$ cat config.mk
export PLATFORM = sky130hd
export DESIGN_NAME = kmnc_cell
export DESIGN_NICKNAME = d
export VERILOG_FILES = /design/src/hdl/kmnc_pkg.sv /design/src/hdl/kmnc_cell.sv
export SDC_FILE = /design/constraint.sdc
export NUM_CORES = 2
export LEC_CHECK = 0
export BUFFER_PORTS_ARGS = -buffer_cell sky130_fd_sc_hd__buf_2
export CAP_MARGIN = 20
export CORE_ASPECT_RATIO = 1.25
export CORE_MARGIN = 3
export CORE_UTILIZATION = 45
export CTS_CLUSTER_DIAMETER = 100
export CTS_CLUSTER_SIZE = 16
export DETAILED_ROUTE_END_ITERATION = 10
export PLACE_DENSITY = 0.73
export RECOVER_POWER = 100
export SYNTH_ARGS = -nofsm -noshare
export SYNTH_HDL_FRONTEND = slang
export SYNTH_SLANG_ARGS = --single-unit
$ cat constraint.sdc
create_clock -name clk -period 14.49 [get_ports clk]
set_input_delay 0 -clock clk [delete_from_list [all_inputs] [get_ports clk]]
set_output_delay 0 -clock clk [all_outputs]
set_load 0.1 [all_outputs]
$ cat src/hdl/kmnc_pkg.sv
// Shared types and constants for the nearest-centroid classifier.
// No dependencies; imported by kmnc_cell and kmeans_nearest_centroid.
package kmnc_pkg;

  // Configuration register indexes
  localparam logic CFG_NORM_MODE       = 1'b0;
  localparam logic CFG_ACTIVE_CLUSTERS = 1'b1;

  // Distance kinds; any other code selects squared Euclidean
  localparam logic [1:0] NORM_CHEB = 2'd0;
  localparam logic [1:0] NORM_L1   = 2'd1;
  localparam logic [1:0] NORM_L2SQ = 2'd2;

  localparam int unsigned LABEL_W  = 3;
  localparam int unsigned DIST_W   = 34;
  localparam int unsigned OUT_W    = 40;
  localparam int unsigned CFG_W    = 4;
  localparam logic [DIST_W-1:0] DIST_MAX = {DIST_W{1'b1}};

  // Item kinds
  localparam logic KIND_WRITE    = 1'b0;
  localparam logic KIND_CLASSIFY = 1'b1;

  // Control that travels with each item along the chain
  typedef struct packed {
    logic               valid;
    logic               kind;
    logic [LABEL_W-1:0] slot;
  } ctl_t;

endpackage

$ cat src/hdl/kmnc_cell.sv
// One centroid cell of the classifier chain: holds a centroid, measures the
// passing point against it and keeps the running best. Uses kmnc_pkg.
module kmnc_cell #(
  parameter int CELL_IDX   = 0,
  parameter int DIMS       = 4,
  parameter int COORD_BITS = 16,
  parameter int LBL_W      = 3,
  parameter int ACC_W      = 37
) (
  input  logic                                 clk,
  input  logic                                 rst_n,
  input  logic                                 en,
  input  logic                                 active,
  input  logic [1:0]                           norm_mode,
  input  kmnc_pkg::ctl_t                       ctl_i,
  input  logic [DIMS-1:0][COORD_BITS-1:0]      pt_i,
  input  logic [ACC_W-1:0]                     best_d_i,
  input  logic [LBL_W-1:0]                     best_l_i,
  output kmnc_pkg::ctl_t                       ctl_o,
  output logic [DIMS-1:0][COORD_BITS-1:0]      pt_o,
  output logic [ACC_W-1:0]                     best_d_o,
  output logic [LBL_W-1:0]                     best_l_o
);
  import kmnc_pkg::*;

  localparam int MAG_W = COORD_BITS + 1;
  localparam int SQ_W  = 2 * MAG_W;

  logic [DIMS-1:0][COORD_BITS-1:0] cen_r;

  // stage A: per-dimension magnitudes and squares
  ctl_t                             a_ctl_r, a_ctl_nxt;
  logic [DIMS-1:0][COORD_BITS-1:0]  a_pt_r;
  logic [DIMS-1:0][MAG_W-1:0]       a_mag_r, a_mag_nxt;
  logic [DIMS-1:0][SQ_W-1:0]        a_sq_r, a_sq_nxt;
  logic [ACC_W-1:0]                 a_bd_r;
  logic [LBL_W-1:0]                 a_bl_r;

  // stage B: reduce and compare
  ctl_t                             b_ctl_r, b_ctl_nxt;
  logic [DIMS-1:0][COORD_BITS-1:0]  b_pt_r;
  logic [ACC_W-1:0]                 b_bd_r, b_bd_nxt;
  logic [LBL_W-1:0]                 b_bl_r, b_bl_nxt;

  logic                             wr_hit;
  logic [ACC_W-1:0]                 cur_dist;

  assign wr_hit = ctl_i.valid && (ctl_i.kind == KIND_WRITE) &&
                  (32'(ctl_i.slot) == 32'(CELL_IDX));

  always_comb begin
    logic signed [MAG_W-1:0] d;
    a_ctl_nxt = ctl_i;
    for (int i = 0; i < DIMS; i++) begin
      d = $signed({pt_i[i][COORD_BITS-1], pt_i[i]}) -
          $signed({cen_r[i][COORD_BITS-1], cen_r[i]});
      a_mag_nxt[i] = d[MAG_W-1] ? MAG_W'(-d) : MAG_W'(d);
      a_sq_nxt[i]  = SQ_W'(a_mag_nxt[i]) * SQ_W'(a_mag_nxt[i]);
    end
  end

  always_comb begin
    cur_dist = '0;
    case (norm_mode)
      NORM_CHEB: begin
        for (int i = 0; i < DIMS; i++) begin
          if (ACC_W'(a_mag_r[i]) > cur_dist) begin
            cur_dist = ACC_W'(a_mag_r[i]);
          end
        end
      end
      NORM_L1: begin
        for (int i = 0; i < DIMS; i++) begin
          cur_dist = cur_dist + ACC_W'(a_mag_r[i]);
        end
      end
      default: begin
        for (int i = 0; i < DIMS; i++) begin
          cur_dist = cur_dist + ACC_W'(a_sq_r[i]);
        end
      end
    endcase
  end

  // strict compare keeps the lowest index on ties
  always_comb begin
    b_ctl_nxt = a_ctl_r;
    b_bd_nxt  = a_bd_r;
    b_bl_nxt  = a_bl_r;
    if (active && (cur_dist < a_bd_r)) begin
      b_bd_nxt = cur_dist;
      b_bl_nxt = LBL_W'(CELL_IDX);
    end
  end

  always_ff @(posedge clk) begin
    if (!rst_n) begin
      a_ctl_r <= '0;
      b_ctl_r <= '0;
    end else if (en) begin
      a_ctl_r <= a_ctl_nxt;
      b_ctl_r <= b_ctl_nxt;
    end
  end

  always_ff @(posedge clk) begin
    if (en) begin
      if (wr_hit) begin
        cen_r <= pt_i;
      end
      a_pt_r  <= pt_i;
      a_mag_r <= a_mag_nxt;
      a_sq_r  <= a_sq_nxt;
      a_bd_r  <= best_d_i;
      a_bl_r  <= best_l_i;
      b_pt_r  <= a_pt_r;
      b_bd_r  <= b_bd_nxt;
      b_bl_r  <= b_bl_nxt;
    end
  end

  assign ctl_o    = b_ctl_r;
  assign pt_o     = b_pt_r;
  assign best_d_o = b_bd_r;
  assign best_l_o = b_bl_r;

endmodule
# Word level (Yosys, flattened, before mapping)
# Index checks and enable logic that the tools add are counted.
[classes] n_lt_le_gt_ge=5 bitwise_logic=1 mul=4 mux=13 addsub=14 n_reduce_logical=6 n_eq_ne=1
[ops] cell="two-way mux 37 bit" count=7
[ops] cell="multiplier 17 x 17 -> 34 bit" count=4
[ops] cell="greater-than comparator 17 x 37 -> 1 bit" count=3
[ops] cell="two-way mux 17 bit" count=5
[ops] cell="one-hot mux 37 bit (2 select lines)" count=1
[ops] cell="negation 17 bit" count=4
[ops] cell="subtractor 16 x 16 -> 17 bit" count=4
[ops] cell="adder 36 x 34 -> 37 bit" count=1
[ops] cell="less-than comparator 37 bit" count=1
[ops] cell="adder 35 x 34 -> 36 bit" count=1
[ops] cell="adder 34 x 34 -> 35 bit" count=1
[ops] cell="adder 19 x 17 -> 20 bit" count=1
[ops] cell="adder 18 x 17 -> 19 bit" count=1
[ops] cell="adder 17 x 17 -> 18 bit" count=1
[ops] cell="greater-than comparator 17 x 1 -> 1 bit (second input constant)" count=1
[ops] cell="logical AND 1 bit" count=3
[ops] cell="zero test 3 bit" count=1
[ops] cell="== test 2 x 1 -> 1 bit (second input constant)" count=1
[ops] cell="zero test 2 bit" count=1
[ops] cell="AND reduction 2 bit" count=1
[ops] cell="NOT 1 bit" count=1
[totals] out_inout_bits=109 regBits=486

# Longest topological paths before layout
[logic_depth] depth_word=15 mapped_depth=43 mapped_depth_nobuf=38

# Worst setup path before layout
# Ideal clock, no wire load.
[synth_path] kind="register -> register" from="reg cen_r[48] (netlist bit)" to="reg a_sq_r[135] (netlist bit), data pin" path_stages_with_launch=36 setup_time_ps=261 slack_ps=5454 required_ps=14229 t_arrival_ps=8774 path_cell_list="edfxtp_1 ha_1 inv_1 fa_1 a211oi_1 o21ai_0 nand3_1 nand4_1 a311oi_1 or2_2 clkbuf_1 o21ai_0 xor2_1 clkinv_1 nand2_1 inv_1 fa_1 fa_1 inv_1 fa_1 inv_1 fa_1 inv_1 fa_1 inv_1 fa_1 ha_1 nor2b_1 or4b_2 a21oi_1 o31a_1 nor3_1 or3_1 a41oi_1 o21ai_0 xnor2_1"
[synth_rtl] element="start: declaration" line="kmnc_cell.sv:29" source="logic [DIMS-1:0][COORD_BITS-1:0] cen_r;"
[synth_rtl] element="start signal: assignment" line="kmnc_cell.sv:109" source="cen_r <= pt_i;"
[synth_rtl] element="end signal: assignment" line="kmnc_cell.sv:113" source="a_sq_r <= a_sq_nxt;"
[synth_rtl] element="end: declaration" line="kmnc_cell.sv:35" source="logic [DIMS-1:0][SQ_W-1:0] a_sq_r, a_sq_nxt;"

# Final worst setup path
[layout_path] from="reg a_mag_r[9] (netlist bit)" to="reg b_bd_r[21] (netlist: best_d_o[21]), data pin"
[layout_between] elab_chain_cells=15
[layout_lines] element="start: declaration" line="kmnc_cell.sv:34" source="logic [DIMS-1:0][MAG_W-1:0] a_mag_r, a_mag_nxt;"
[layout_lines] element="start signal: assignment" line="kmnc_cell.sv:112" source="a_mag_r <= a_mag_nxt;"
[layout_lines] element="greater-than comparator 17 x 1 -> 1 bit" line="kmnc_cell.sv:67" source="if (ACC_W'(a_mag_r[i]) > cur_dist) begin"
[layout_lines] element="two-way mux 17 bit" line="kmnc_cell.sv:67"
[layout_lines] element="two-way mux 37 bit" line="kmnc_cell.sv:64" source="case (norm_mode)"
[layout_lines] element="greater-than comparator 17 x 37 -> 1 bit" line="kmnc_cell.sv:67"
[layout_lines] element="two-way mux 37 bit" line="kmnc_cell.sv:67"
[layout_lines] element="two-way mux 37 bit" line="kmnc_cell.sv:64"
[layout_lines] element="greater-than comparator 17 x 37 -> 1 bit" line="kmnc_cell.sv:67"
[layout_lines] element="two-way mux 37 bit" line="kmnc_cell.sv:67"
[layout_lines] element="two-way mux 37 bit" line="kmnc_cell.sv:64"
[layout_lines] element="greater-than comparator 17 x 37 -> 1 bit" line="kmnc_cell.sv:67"
[layout_lines] element="two-way mux 37 bit" line="kmnc_cell.sv:67"
[layout_lines] element="one-hot mux 37 bit (2 select lines) *" line="kmnc_cell.sv:64"
[layout_lines] element="less-than comparator 37 bit" line="kmnc_cell.sv:90" source="if (active && (cur_dist < a_bd_r)) begin"
[layout_lines] element="logical AND 1 bit" line="kmnc_cell.sv:90"
[layout_lines] element="two-way mux 37 bit *" line="kmnc_cell.sv:90"
[layout_lines] element="net b_bd_nxt[21]" line="kmnc_cell.sv:42" source="logic [ACC_W-1:0] b_bd_r, b_bd_nxt;"
[layout_lines] element="end signal: assignment" line="kmnc_cell.sv:117" source="b_bd_r <= b_bd_nxt;"
[layout_lines] element="end: declaration" line="kmnc_cell.sv:42"
# Mark *: on every way through the listed nets, which the timed path passes. The rest lies on a longest branch. The select of a mux whose other input is x is not followed.
# A chain may end at the register's enable or synchronous reset.

==> summary.txt <==
Synth
  • Top-count cell post-synth: inv_1
  • #FFs+latches synth: 478
  • Synth top area cells: fa_1 (30%), edfxtp_1 (24%), ha_1 (13%), inv_1 (8.0%), nor2_1 (3.3%)
  • Top FF cell, synth: edfxtp_1
  • Avg Inst Size Synth: 10.3 µm²
  • Share of the synthesized area in the top cell type: between 20% and 30%
  • Synth warn: 0
  • Seq/Total Area, Yosys: 24.4%
  • Synth area leader: fa_1
  • Share of flip-flops with an asynchronous set or reset: 0%
  • Synth cell types: 96
  • Synth top cells by count: inv_1 (1,247), fa_1 (869), ha_1 (617)
  • Gate Count Post-Synth: 5,691
  • Netlist Area Pre-Place: 0.0583 mm²
  • Post-synth EDFFs: 468

Worst hold path
  • Hold path start: best_d_i[9]
  • HP Class: input port to flip-flop

Route
  • DRT iter0 DRCs: 2,550
  • Vias: ~41,000
  • Pre-Repair DR Iteration Count: 8
  • WL per Instance: ~19 µm
  • Antenna Nets Post-Route: 0
  • Residual DRC: 0
  • Aggregate routed wire length: 150,000 µm
  • Vias per cell: 5.28

Worst setup path
  • WP data arrival: 12.35 ns
  • Crit Path Category: flip-flop to flip-flop
  • Critical Path RT: approximately 15 ns
  • Origin of the worst setup path: a_mag_r[9]
  • Slowest Stage Delay on Critical Path: about 1.4 ns
  • CP delay by family, top: compound AO/OA/AOI/OAI gates
  • Worst path bufs/invs: 2
  • Worst-path maximum fanout: 40
  • Crit start category: flip-flop
  • Critical Path End Type: flip-flop
  • R2R Path Start: a_mag_r[9]
  • Critical-path top delay cell: or2_0

Cells and area
  • Total Nets Final: about 7,700
  • Post-layout util: 49.6%
  • Combined area of the multi-input logic cells: 0.0390 mm²
  • Ratio of cells with drive above 1 in the final layout: 3.28%
  • Register area: approximately 0.014 mm²
  • Area growth syn-to-layout: 9.31%
  • Fillers: 11,600

STA
  • Final Cycle Share: 82.8%
  • Pins Over Slew Limit: 656
  • Setup-failing EPs final: 0
  • Worst slew pin tran: ~5.3 ns
  • Worst Skew: about 0.024 ns
  • Setup TNS: 0 ns
  • Fin crit period: 11.99 ns
  • Fmax: 83.4 MHz
  • Slew margin rel.: -254%
  • Hold Fails Final Rpt: 0
  • RSZ-0062 raised after global routing: no

Global route
  • Largest net degree at the start of global routing: ~90
  • Vias in the first global route: 44,600
  • Antenna violations before repair: 4
  • GRT overflow: 0
  • GRT Overall Usage: 23.0%
  • First-pass GRT wire length: 241,000 µm

CTS
  • Setup bufs post-CTS: 0
  • CTS tree: done
  • Root Driver: clkbuf_16
  • Num CTS Buffers: 41
  • Clk_lat worst skew: 0.63 ns
  • Clock Path Buffers: 3
  • Clk slew on worst S/H paths: 0.07 ns
  • Clock sinks: 478
  • Post-cts resize count: 0
  • Hold buffer count at CTS: 116
  • H-tree Lvls: 2

Outcome
  • Status: complete, but fails checks
  • Failing checks: max-capacitance violations, max-slew violations

Place
  • GPL Wtd Cong: between 0.9 and 1
  • Detailed Place HPWL: approximately 120,000 µm
  • PortBufs: 223

Floorplanning
  • Die height: ~410 µm
  • Core Rows: 147
  • Chip width: between 300 and 400 µm
  • Die ar.: 0.134 mm²
  • Starting density of the core: 45.4%
  • Top Ports: roughly 220
  • Core area: 0.129 mm²

Flow run
  • Total of max-cap violations: 16
==> state kept, by name, indices dropped and copies added, names as in the netlist <==
register  flops
a_sq_r      128
a_mag_r      68
a_pt_r       64
cen_r        64
pt_o         64
a_bd_r       37
best_d_o     37
a_ctl_r       5
ctl_o         5
a_bl_r        3
best_l_o      3
==> logic make-up after synthesis <==
| kind of cell | Yosys count | synth area share [%] |
|---|---|---|
| adders and majority gates | 1486 | 43.1 |
| buffers and inverters | 1375 | 8.88 |
| and+or+nand+nor | 1233 | 9.42 |
| AOI/OAI and AO/OA | 780 | 8.84 |
| DFF | 478 | 24.4 |
| xor gates and xnor gates | 268 | 4.10 |
| muxes | 69 | 1.27 |
| other | 2 | 0.0129 |
==> worst paths after layout <==
path | end | slack, ns | cells after the start
hold / removal | a_bd_r[9] | 0.08 | 2
setup reg to reg | best_d_o[21] | 2.50 | 36
hold reg to reg | pt_o[31] | 0.41 | 0
setup / recovery | best_d_o[21] | 2.50 | 36
==> routing by layer <==
metal | up-vias | GRT usage (%) | wire length [µm]
li1 | 19100 | - | -
met4 | 0 | 10.1 | 7650
met1 | 20700 | 27.3 | 57500
met2 | 1107 | 41.4 | 77300
met5 | - | 0 | 0
met3 | 317 | 2.82 | 7420
==> cell usage in the layout, fill, tap and decap left out, types with 121 or more instances in the layout <==
| cell | n |
|---|---|
| inv_1 | 1250 |
| fa_1 | 869 |
| ha_1 | 617 |
| nor2_1 | 513 |
| edfxtp_1 | 468 |
| nand2_1 | 362 |
| a21oi_1 | 227 |
| clkbuf_1 | 225 |
| xnor2_1 | 187 |
| o21ai_0 | 128 |
| a21o_1 | 121 |
==> per-stage QoR <==
step | instance area [µm²] | setup WS, ns | hold WS [ns] | std cells
global route | 63800 | 1.63 | 0.0690 | 7805
global placement | 61900 | 4.19 | 0.176 | 7632
floorplan | 58500 | 5.45 | 0.0989 | 5733
finish | 63800 | 2.50 | 0.0844 | 7808
detailed placement | 61900 | 4.07 | 0.178 | 7632
CTS | 64300 | 4.04 | 0.0394 | 7804
==> final cells by class <==
| type | instances | area share (%) |
|---|---|---|
| antenna | 3 | 0.0118 |
| clock buffer | 42 | 1.65 |
| clock inverter | 14 | 0.265 |
| inverter | 1285 | 7.56 |
| multi-input combinational | 3880 | 61.2 |
| sequential | 478 | 22.4 |
| tap | 1713 | 3.36 |
| timing repair buffer | 393 | 3.59 |
Power is not shown: default switching activity piles up to over one toggle a cycle in this logic, so the estimate is an artifact.
